$ cat src/rtl/cba_pkg.sv
`timescale 1ns / 1ps
// shared types, constants and microcode table of the chunked bitmap id allocator
package cba_pkg;

	localparam int IDX_W              = 12;
	localparam int TDATA_W            = 16;
	localparam int LIMIT_W            = 7;
	localparam int BITS_PER_CHUNK_DEF = 64;
	localparam int MAX_CHUNKS_DEF     = 64;
	localparam logic [LIMIT_W-1:0] LIMIT_RESET = 7'd64;

	typedef enum logic [0:0] {
		CMD_ALLOC = 1'b0,
		CMD_FREE  = 1'b1
	} cmd_t;

	typedef enum logic [1:0] {
		ST_OK       = 2'd0,
		ST_REFUSED  = 2'd1,
		ST_BAD_FREE = 2'd2
	} status_t;

	typedef enum logic [3:0] {
		S_PUSH     = 4'd0,
		S_IDLE     = 4'd1,
		S_DISPATCH = 4'd2,
		S_FCHECK   = 4'd3,
		S_FDIV     = 4'd4,
		S_FWRITE   = 4'd5,
		S_FERR     = 4'd6,
		S_AREAD    = 4'd7,
		S_ASCAN    = 4'd8,
		S_AFOUND   = 4'd9,
		S_AGROWCHK = 4'd10,
		S_AGROW    = 4'd11,
		S_ASET     = 4'd12,
		S_AREFUSE  = 4'd13
	} step_t;

	typedef enum logic [3:0] {
		U_NOP,
		U_PUSH,
		U_LOAD,
		U_DIV,
		U_REM,
		U_FREE_WR,
		U_FREE_ERR,
		U_SCAN,
		U_GROW,
		U_SET,
		U_REFUSE
	} uop_t;

	typedef enum logic [3:0] {
		C_NEVER,
		C_ALWAYS,
		C_OUT_BLOCKED,
		C_NO_ACCEPT,
		C_IS_ALLOC,
		C_FREE_OUT,
		C_SCAN_MORE,
		C_FOUND,
		C_CANT_GROW
	} cond_t;

	typedef struct packed {
		uop_t  uop;
		cond_t cond;
		step_t target;
	} ucode_t;

	function automatic ucode_t ucode_rom(input step_t step);
		ucode_t uc;
		unique case (step)
			S_PUSH:     uc = '{U_PUSH,     C_OUT_BLOCKED, S_PUSH};
			S_IDLE:     uc = '{U_LOAD,     C_NO_ACCEPT,   S_IDLE};
			S_DISPATCH: uc = '{U_NOP,      C_IS_ALLOC,    S_AREAD};
			S_FCHECK:   uc = '{U_DIV,      C_FREE_OUT,    S_FERR};
			S_FDIV:     uc = '{U_REM,      C_NEVER,       S_FWRITE};
			S_FWRITE:   uc = '{U_FREE_WR,  C_ALWAYS,      S_PUSH};
			S_FERR:     uc = '{U_FREE_ERR, C_ALWAYS,      S_PUSH};
			S_AREAD:    uc = '{U_NOP,      C_NEVER,       S_IDLE};
			S_ASCAN:    uc = '{U_SCAN,     C_SCAN_MORE,   S_ASCAN};
			S_AFOUND:   uc = '{U_NOP,      C_FOUND,       S_ASET};
			S_AGROWCHK: uc = '{U_NOP,      C_CANT_GROW,   S_AREFUSE};
			S_AGROW:    uc = '{U_GROW,     C_ALWAYS,      S_PUSH};
			S_ASET:     uc = '{U_SET,      C_ALWAYS,      S_PUSH};
			S_AREFUSE:  uc = '{U_REFUSE,   C_ALWAYS,      S_PUSH};
			default:    uc = '{U_NOP,      C_ALWAYS,      S_IDLE};
		endcase
		return uc;
	endfunction

endpackage

$ cat src/rtl/chunked_bitmap_id_allocator_top.sv
`timescale 1ns / 1ps
// top level of the chunked bitmap id allocator
// One transaction at a time. A free passes through the dispatch and check steps;
// one within the chunks in use then goes on to the divide and write steps, one
// beyond them to its error step. A free's chunk comes from a reciprocal multiply
// and its bit offset from a multiply-subtract one step later. An alloc reads one
// bitmap word per cycle through the single read port of the bitmap ram, scanning
// the chunks in use until a clear bit turns up; it then sets that bit, or else
// grows the store by one chunk or refuses the request. A result waits in the
// output register while the next transaction is already accepted; the sequencer
// holds at its result step while an earlier result is still not taken. The ram
// needs no clearing pass: a chunk is written whole when it is enabled, and
// chunk 0 reads as clear until its first write.
module chunked_bitmap_id_allocator_top #(
	parameter int BITS_PER_CHUNK = cba_pkg::BITS_PER_CHUNK_DEF,
	parameter int MAX_CHUNKS     = cba_pkg::MAX_CHUNKS_DEF
) (
	input  logic                         clk,
	input  logic                         arst_n,
	input  logic                         cfg_we,
	input  logic [cba_pkg::LIMIT_W-1:0]  cfg_wdata,  // chunk_limit
	input  logic                         s_tvalid,
	output logic                         s_tready,
	input  logic [cba_pkg::TDATA_W-1:0]  s_tdata,    // free_index[11:0], zero pad
	input  logic [0:0]                   s_tuser,    // command
	output logic                         m_tvalid,
	input  logic                         m_tready,
	output logic [cba_pkg::TDATA_W-1:0]  m_tdata,    // index[11:0], zero pad
	output logic [1:0]                   m_tuser     // status
);
	import cba_pkg::*;

	localparam int BW     = $clog2(BITS_PER_CHUNK);
	localparam int AW     = (MAX_CHUNKS > 1) ? $clog2(MAX_CHUNKS) : 1;
	localparam int CIU_W  = $clog2(MAX_CHUNKS + 1);
	localparam int ID_W   = $clog2(MAX_CHUNKS * BITS_PER_CHUNK + 1);
	localparam int CMP_W  = (ID_W > IDX_W) ? ID_W : IDX_W;
	localparam int WIDE_W = CMP_W + 1;
	localparam int LIM_W  = (CIU_W > LIMIT_W) ? CIU_W : LIMIT_W;
	localparam int DIV_SH = IDX_W + BW;
	localparam int DIV_M  = ((1 << DIV_SH) + BITS_PER_CHUNK - 1) / BITS_PER_CHUNK;
	localparam int DIV_MW = $clog2(DIV_M + 1);
	localparam int PROD_W = IDX_W + DIV_MW;

	step_t                     step_q, step_d;
	ucode_t                    uc;
	logic                      cond_true;

	logic [LIMIT_W-1:0]        limit_q;
	logic [CIU_W-1:0]          ciu_q;
	logic [ID_W-1:0]           span_q;
	logic                      chunk0_ok_q;
	logic                      rd_zero_q;
	logic                      m_valid_q;
	status_t                   m_status_q;
	logic [IDX_W-1:0]          m_index_q;

	cmd_t                      cmd_q;
	logic [IDX_W-1:0]          fidx_q;
	logic [IDX_W-1:0]          rem_q;
	logic [CIU_W-1:0]          chunk_q;
	logic [ID_W-1:0]           base_q;
	logic                      found_q;
	logic [BW-1:0]             pos_q;
	logic [BITS_PER_CHUNK-1:0] word_q;
	status_t                   res_status_q;
	logic [IDX_W-1:0]          res_index_q;

	logic                      accept;
	logic                      push_ok;
	logic [BITS_PER_CHUNK-1:0] rdata;
	logic [BITS_PER_CHUNK-1:0] word_eff;
	logic                      word_full;
	logic [BW-1:0]             enc_pos;
	logic [CIU_W-1:0]          chunk_nxt;
	logic                      scan_more;
	logic                      free_out;
	logic                      can_grow;
	logic [LIM_W-1:0]          lim_eff;
	logic [CIU_W-1:0]          raddr_full;
	logic                      ram_we;
	logic [CIU_W-1:0]          waddr_full;
	logic [BITS_PER_CHUNK-1:0] ram_wdata;
	logic [WIDE_W-1:0]         id_set;
	logic [WIDE_W-1:0]         id_base;
	logic [PROD_W-1:0]         div_prod;
	logic [CIU_W-1:0]          div_quo;

	assign accept    = s_tvalid && s_tready;
	assign s_tready  = (step_q == S_IDLE);
	assign push_ok   = !m_valid_q || m_tready;
	assign m_tvalid  = m_valid_q;
	assign m_tuser   = m_status_q;
	assign m_tdata   = {{(TDATA_W - IDX_W){1'b0}}, m_index_q};

	assign word_eff  = (rd_zero_q && !chunk0_ok_q) ? '0 : rdata;
	assign word_full = &word_eff;
	assign chunk_nxt = CIU_W'(chunk_q + 1'b1);
	assign scan_more = word_full && (chunk_nxt < ciu_q);
	assign free_out  = CMP_W'(fidx_q) >= CMP_W'(span_q);
	assign lim_eff   = (LIM_W'(limit_q) > LIM_W'(MAX_CHUNKS)) ? LIM_W'(MAX_CHUNKS)
	                                                          : LIM_W'(limit_q);
	assign can_grow  = LIM_W'(ciu_q) < lim_eff;
	assign id_set    = WIDE_W'(base_q) + WIDE_W'(pos_q);
	assign id_base   = WIDE_W'(base_q);

	// chunk of the freed identifier by reciprocal multiply
	assign div_prod  = PROD_W'(fidx_q) * PROD_W'(DIV_M);
	assign div_quo   = CIU_W'(div_prod >> DIV_SH);

	always_comb begin
		enc_pos = '0;
		for (int i = BITS_PER_CHUNK - 1; i >= 0; i--) begin
			if (!word_eff[i]) begin
				enc_pos = BW'(i);
			end
		end
	end

	// next step
	always_comb begin
		uc = ucode_rom(step_q);
		case (uc.cond)
			C_NEVER:       cond_true = 1'b0;
			C_ALWAYS:      cond_true = 1'b1;
			C_OUT_BLOCKED: cond_true = !push_ok;
			C_NO_ACCEPT:   cond_true = !accept;
			C_IS_ALLOC:    cond_true = (cmd_q == CMD_ALLOC);
			C_FREE_OUT:    cond_true = free_out;
			C_SCAN_MORE:   cond_true = scan_more;
			C_FOUND:       cond_true = found_q;
			C_CANT_GROW:   cond_true = !can_grow;
			default:       cond_true = 1'b0;
		endcase
		step_d = cond_true ? uc.target : step_t'(step_q + 1'b1);
	end

	// datapath controls
	always_comb begin
		raddr_full = (uc.uop == U_SCAN) ? chunk_nxt : chunk_q;
		waddr_full = chunk_q;
		ram_we     = 1'b0;
		ram_wdata  = '0;
		case (uc.uop)
			U_FREE_WR: begin
				ram_we    = 1'b1;
				ram_wdata = word_eff & ~(BITS_PER_CHUNK'(1) << rem_q[BW-1:0]);
			end
			U_SET: begin
				ram_we    = 1'b1;
				ram_wdata = word_q | (BITS_PER_CHUNK'(1) << pos_q);
			end
			U_GROW: begin
				ram_we    = 1'b1;
				ram_wdata = BITS_PER_CHUNK'(1);
			end
			default: begin
				ram_we = 1'b0;
			end
		endcase
	end

	cba_ram #(
		.WIDTH (BITS_PER_CHUNK),
		.DEPTH (MAX_CHUNKS),
		.AW    (AW)
	) u_bitmap (
		.clk   (clk),
		.we    (ram_we),
		.waddr (waddr_full[AW-1:0]),
		.wdata (ram_wdata),
		.raddr (raddr_full[AW-1:0]),
		.rdata (rdata)
	);

	always_ff @(posedge clk or negedge arst_n) begin
		if (!arst_n) begin
			step_q      <= S_IDLE;
			limit_q     <= LIMIT_RESET;
			ciu_q       <= CIU_W'(1);
			span_q      <= ID_W'(BITS_PER_CHUNK);
			chunk0_ok_q <= 1'b0;
			rd_zero_q   <= 1'b0;
			m_valid_q   <= 1'b0;
		end else begin
			step_q    <= step_d;
			rd_zero_q <= (raddr_full == '0);
			if (cfg_we) begin
				limit_q <= cfg_wdata;
			end
			if (ram_we && waddr_full == '0) begin
				chunk0_ok_q <= 1'b1;
			end
			if (uc.uop == U_GROW) begin
				ciu_q  <= CIU_W'(ciu_q + 1'b1);
				span_q <= ID_W'(span_q + ID_W'(BITS_PER_CHUNK));
			end
			if (uc.uop == U_PUSH && push_ok) begin
				m_valid_q <= 1'b1;
			end else if (m_tready) begin
				m_valid_q <= 1'b0;
			end
		end
	end

	always_ff @(posedge clk) begin
		case (uc.uop)
			U_PUSH: begin
				if (push_ok) begin
					m_status_q <= res_status_q;
					m_index_q  <= res_index_q;
				end
			end
			U_LOAD: begin
				if (accept) begin
					cmd_q   <= cmd_t'(s_tuser[0]);
					fidx_q  <= s_tdata[IDX_W-1:0];
					rem_q   <= s_tdata[IDX_W-1:0];
					chunk_q <= '0;
					base_q  <= '0;
					found_q <= 1'b0;
				end
			end
			U_DIV: begin
				chunk_q <= div_quo;
			end
			U_REM: begin
				rem_q <= IDX_W'(CMP_W'(fidx_q) - CMP_W'(chunk_q) * CMP_W'(BITS_PER_CHUNK));
			end
			U_FREE_WR: begin
				res_status_q <= ST_OK;
				res_index_q  <= fidx_q;
			end
			U_FREE_ERR: begin
				res_status_q <= ST_BAD_FREE;
				res_index_q  <= '0;
			end
			U_SCAN: begin
				if (!word_full) begin
					found_q <= 1'b1;
					pos_q   <= enc_pos;
					word_q  <= word_eff;
				end else begin
					chunk_q <= chunk_nxt;
					base_q  <= ID_W'(base_q + ID_W'(BITS_PER_CHUNK));
				end
			end
			U_GROW: begin
				res_status_q <= ST_OK;
				res_index_q  <= id_base[IDX_W-1:0];
			end
			U_SET: begin
				res_status_q <= ST_OK;
				res_index_q  <= id_set[IDX_W-1:0];
			end
			U_REFUSE: begin
				res_status_q <= ST_REFUSED;
				res_index_q  <= '0;
			end
			default: begin
			end
		endcase
	end

endmodule

$ cat src/rtl/cba_ram.sv
`timescale 1ns / 1ps
// generic single-port-write, single-port-read ram with registered read
module cba_ram #(
	parameter int WIDTH = 64,
	parameter int DEPTH = 64,
	parameter int AW    = (DEPTH > 1) ? $clog2(DEPTH) : 1
) (
	input  logic             clk,
	input  logic             we,
	input  logic [AW-1:0]    waddr,
	input  logic [WIDTH-1:0] wdata,
	input  logic [AW-1:0]    raddr,
	output logic [WIDTH-1:0] rdata
);

	logic [WIDTH-1:0] mem_q [DEPTH];

	always_ff @(posedge clk) begin
		if (we) begin
			mem_q[waddr] <= wdata;
		end
		rdata <= mem_q[raddr];
	end

endmodule

$ cat config.mk
export PLATFORM = sky130hd
export DESIGN_NAME = chunked_bitmap_id_allocator_top
export DESIGN_NICKNAME = d
export VERILOG_FILES = /design/src/rtl/cba_pkg.sv /design/src/rtl/chunked_bitmap_id_allocator_top.sv /design/src/rtl/cba_ram.sv
export SDC_FILE = /design/constraint.sdc
export NUM_CORES = 2
export LEC_CHECK = 0
export ABC_AREA = 0
export BUFFER_PORTS_ARGS = -buffer_cell sky130_fd_sc_hd__buf_4
export CORE_MARGIN = 5
export CORE_UTILIZATION = 55
export CTS_CLUSTER_SIZE = 12
export DETAILED_ROUTE_END_ITERATION = 10
export PLACE_DENSITY = 0.7
export SLEW_MARGIN = 0
export SYNTH_ARGS = -nofsm -noshare
export SYNTH_HDL_FRONTEND = slang
export SYNTH_HIERARCHICAL = 1
export SYNTH_MEMORY_MAX_BITS = 65536
export SYNTH_SLANG_ARGS = --single-unit
$ cat constraint.sdc
create_clock -name clk -period 23.6 [get_ports clk]
set_input_delay 4.72 -clock clk [delete_from_list [all_inputs] [get_ports clk]]
set_output_delay 4.72 -clock clk [all_outputs]
set_load 0.005 [all_outputs]
==> metrics <==
Crit path largest cell delay 0.77 ns; post-synthesis sequential area ratio 77.8%; max_cap viols 0; share of layout cells above drive strength 1 25.2%; Starting Density 55.2%; minimum hold slack 0.420 ns; crit-path leading delay family buffers and inverters; Worst EP required 24.40 ns; Chip Height 559 um; CP Launch Point step_q[0]$_DFF_PN1_; Setup Skew 0.0866 ns; critical path's slowest cell buf_4; die area 312000 um^2; RePlAce Congestion 0.978; startpoint of the worst hold path res_index_q[2]$_DFFE_PP_; cell taking the most area after synthesis edfxtp_1; post-synthesis cell count 7561; ranking of synthesized cells by area edfxtp_1 77%, mux4_2 14%, mux2i_1 0.83%, dfxtp_1 0.77%, a22oi_1 0.77%; drt pass-1 iters 8; PD cells 131 nW/um^2; crit end category register; Compound-Gate Fraction of Synth Area 3.45%; via count 83460; Relative slew margins 2.68%; first-pass GRT wire length 625000 um; Iteration-0 DRC Markers 12876; CP arrival 9.95 ns; nets 7951; Reg-to-Reg Start step_q[0]$_DFF_PN1_; clk sink count 4319; routed wire length 440000 um; H-Tree Level Count 5; Slew @ Worst Pin 1.46 ns; Area growth, synth to finish 12.1%; largest net degree at the start of global routing 140; Final Hold Vio Count 0; # Post-CTS Setup Buffers 0; status finished clean; number of synthesized flops with an enable pin 4227; CTS tree yes; CTS hold repair buffers 0; CTS Buf Count 426; hpwl dp 233000 um; synth warn 6; vias per cell 6.85; asr flop ratio synth 0.648%; unrepaired setup endpoints after global routing false; grt total ovfl 0; Avg Inst Size Synth 21.9 um^2; most numerous cell in the Yosys netlist edfxtp_1; Clock Tree Root clkbuf_16; critical path launch point type register; PortBufs 40; multiplexer share of the synthesized area 14.8%; main flop type after synthesis edfxtp_1; simple-gate area share of the yosys netlist 2.18%; buffers plus inverters on the worst setup path 8; post-route insts no fill 12184; Worst-Skew Late Latency 1.00 ns; drt wl/cell 36.1 um; Setup WS post-layout 14.45 ns; DP Area 173000 um^2; WS Path Type register to register; Synth top cells by count 4227 x edfxtp_1, 1025 x mux4_2, 182 x clkbuf_1; fmax 109 MHz; DRC Markers 0; cell area after layout 186000 um^2; # rows 201; HP Class register to register; post-synth top area share 76.6%; # placed instances 11420; VDD IR max 0.000155 V; Fillers 19953; Critical Path Fanout Max 60; Slew Viols, Final 0; Seq cells post-synth 4319; total track usage 28.3%; CTS resizes 0; Cell variety after synth 68; Final setup viols 0; critical-path cell list inv_1, ha_1, nor2b_1, o31a_1, or3_4, inv_1, ha_1, inv_8, buf_4, buf_4, buf_4, buf_4, buf_4, mux4_2, mux2i_1, o22ai_1, a41oi_1, a211oi_1; Routed Antenna Nets 0; Synth Area in Adders 0.227%; IO Pins 49; Clock Path Buffers 4; Leakage Power 58.8 nW; vias in the first global route 83406; Core Footprint 300000 um^2; pre-CTS setup slack 14.32 ns; Die Span X 559 um; antenna violations before repair 15; largest family of logic cells by synthesized area multiplexers; period utilisation layout 38.8%; crit path time final 9.15 ns; Most common cell on crit path buf_4; Cell Area, Synth 166000 um^2; Clock transition at path regs 0.06 ns; final setup TNS 0 ns; Post-Synth XOR/XNOR Area 0.132%
## cells by family (layout without fill, tap and decap cells)
group                    after synthesis  after routing
AO/OA/AOI/OAI                        814            814
XOR/XNOR                              25             25
adder cells (fa/ha/maj)               30             30
buffers and inverters                486           1138
flip-flops                          4319           4319
multiplexers                        1175           1175
other                                  1             14
AND/OR/NAND/NOR                      711            711
## layout make-up
cell class / instances / area (um^2) / share of cell area (%)
repair buffers: 324 / 2560 / 1.38
inverters: 62 / 240 / 0.129
clock inverters: 85 / 1060 / 0.572
flip-flops and latches: 4319 / 129000 / 69.4
clock buffers: 667 / 11900 / 6.42
multi-input cells: 2759 / 36100 / 19.4
diodes: 10 / 25.0 / 0.0135
well taps: 3958 / 4950 / 2.67
## metal layers
layer  share of wire [%]  track usage [%]
met5              0.0086                0
met4                 4.3             11.2
met3                  12             7.30
met1                  37             39.9
met2                  47             43.0
## cells in the final DEF, fill, tap and decap left out, types with 13 or more instances in the layout
| cell type | Yosys | routed |
|---|---|---|
| nand2b_1 | 24 | 19 |
| a2bb2oi_1 | 19 | 19 |
| a22o_1 | 106 | 106 |
| o22ai_4 | 0 | 63 |
| dfrtp_1 | 24 | 24 |
| or2_2 | 32 | 32 |
| clkinv_2 | 0 | 14 |
| o21ai_0 | 101 | 99 |
| clkbuf_8 | 0 | 31 |
| mux2_2 | 13 | 13 |
| nand3_1 | 75 | 75 |
| edfxtp_1 | 4227 | 4227 |
| nor2b_1 | 44 | 39 |
| nor3_1 | 24 | 21 |
| buf_4 | 38 | 314 |
| clkinv_1 | 0 | 32 |
| nand4_1 | 16 | 16 |
| mux4_2 | 1025 | 1025 |
| a22oi_1 | 169 | 169 |
| nor2_1 | 161 | 96 |
| and2_1 | 59 | 56 |
| nand2_1 | 139 | 137 |
| inv_1 | 61 | 60 |
| o221ai_1 | 38 | 38 |
| clkbuf_1 | 182 | 208 |
| clkbuf_16 | 0 | 428 |
| clkinv_16 | 0 | 13 |
| a41oi_1 | 28 | 28 |
| a211oi_1 | 68 | 68 |
| ha_1 | 30 | 30 |
| and3_1 | 76 | 76 |
| a21oi_1 | 69 | 69 |
| a31oi_1 | 32 | 31 |
| o22ai_1 | 148 | 85 |
| xnor2_1 | 16 | 14 |
| nor2_4 | 1 | 65 |
| or3_1 | 33 | 33 |
| mux2i_1 | 137 | 137 |
| dfxtp_1 | 64 | 64 |
## worst paths after layout
kind,endpoint,slack (ns),cells past startpoint
max,u_bitmap/rdata[9]$_DFF_P_,14.45,18
min,m_index_q[2]$_DFFE_PP_,0.42,0
max reg2reg,u_bitmap/rdata[9]$_DFF_P_,14.45,18
min reg2reg,m_index_q[2]$_DFFE_PP_,0.42,0
max in group asynchronous,step_q[0]$_DFF_PN1_,19.59,1
min in group asynchronous,span_q[7]$_DFFE_PN0N_,3.67,1
## flip-flops by register name, summed over array words and instances, names as in the netlist, 4 cells and up
name and count:
u_bitmap/mem_q 4096, u_bitmap/rdata 64, word_q 64, fidx_q 12, m_index_q 12, res_index_q 12, chunk_q 7, ciu_q 7
limit_q 7, span_q 7, base_q 6, pos_q 6, rem_q 6, step_q 4
## per-stage QoR
| step | util, % | total power (W) |
|---|---|---|
| 5_1_grt | 61.9 | 0.0252 |
| 6_report | 61.9 | 0.0242 |
| 4_1_cts | 61.9 | 0.0243 |
| 3_3_place_gp | 57.6 | 0.0179 |
| 3_5_place_dp | 57.6 | 0.0180 |
| 2_1_floorplan | - | 0.0155 |
## report_power, final
part           leakage, nW  switching, W  internal, W
combinational         12.5       0.00484      0.00345
sequential            40.1      0.000289      0.00932
clock                 6.22       0.00279      0.00356
total                 58.8       0.00792       0.0163
No activity file was read; power rests on OpenSTA's default activity.
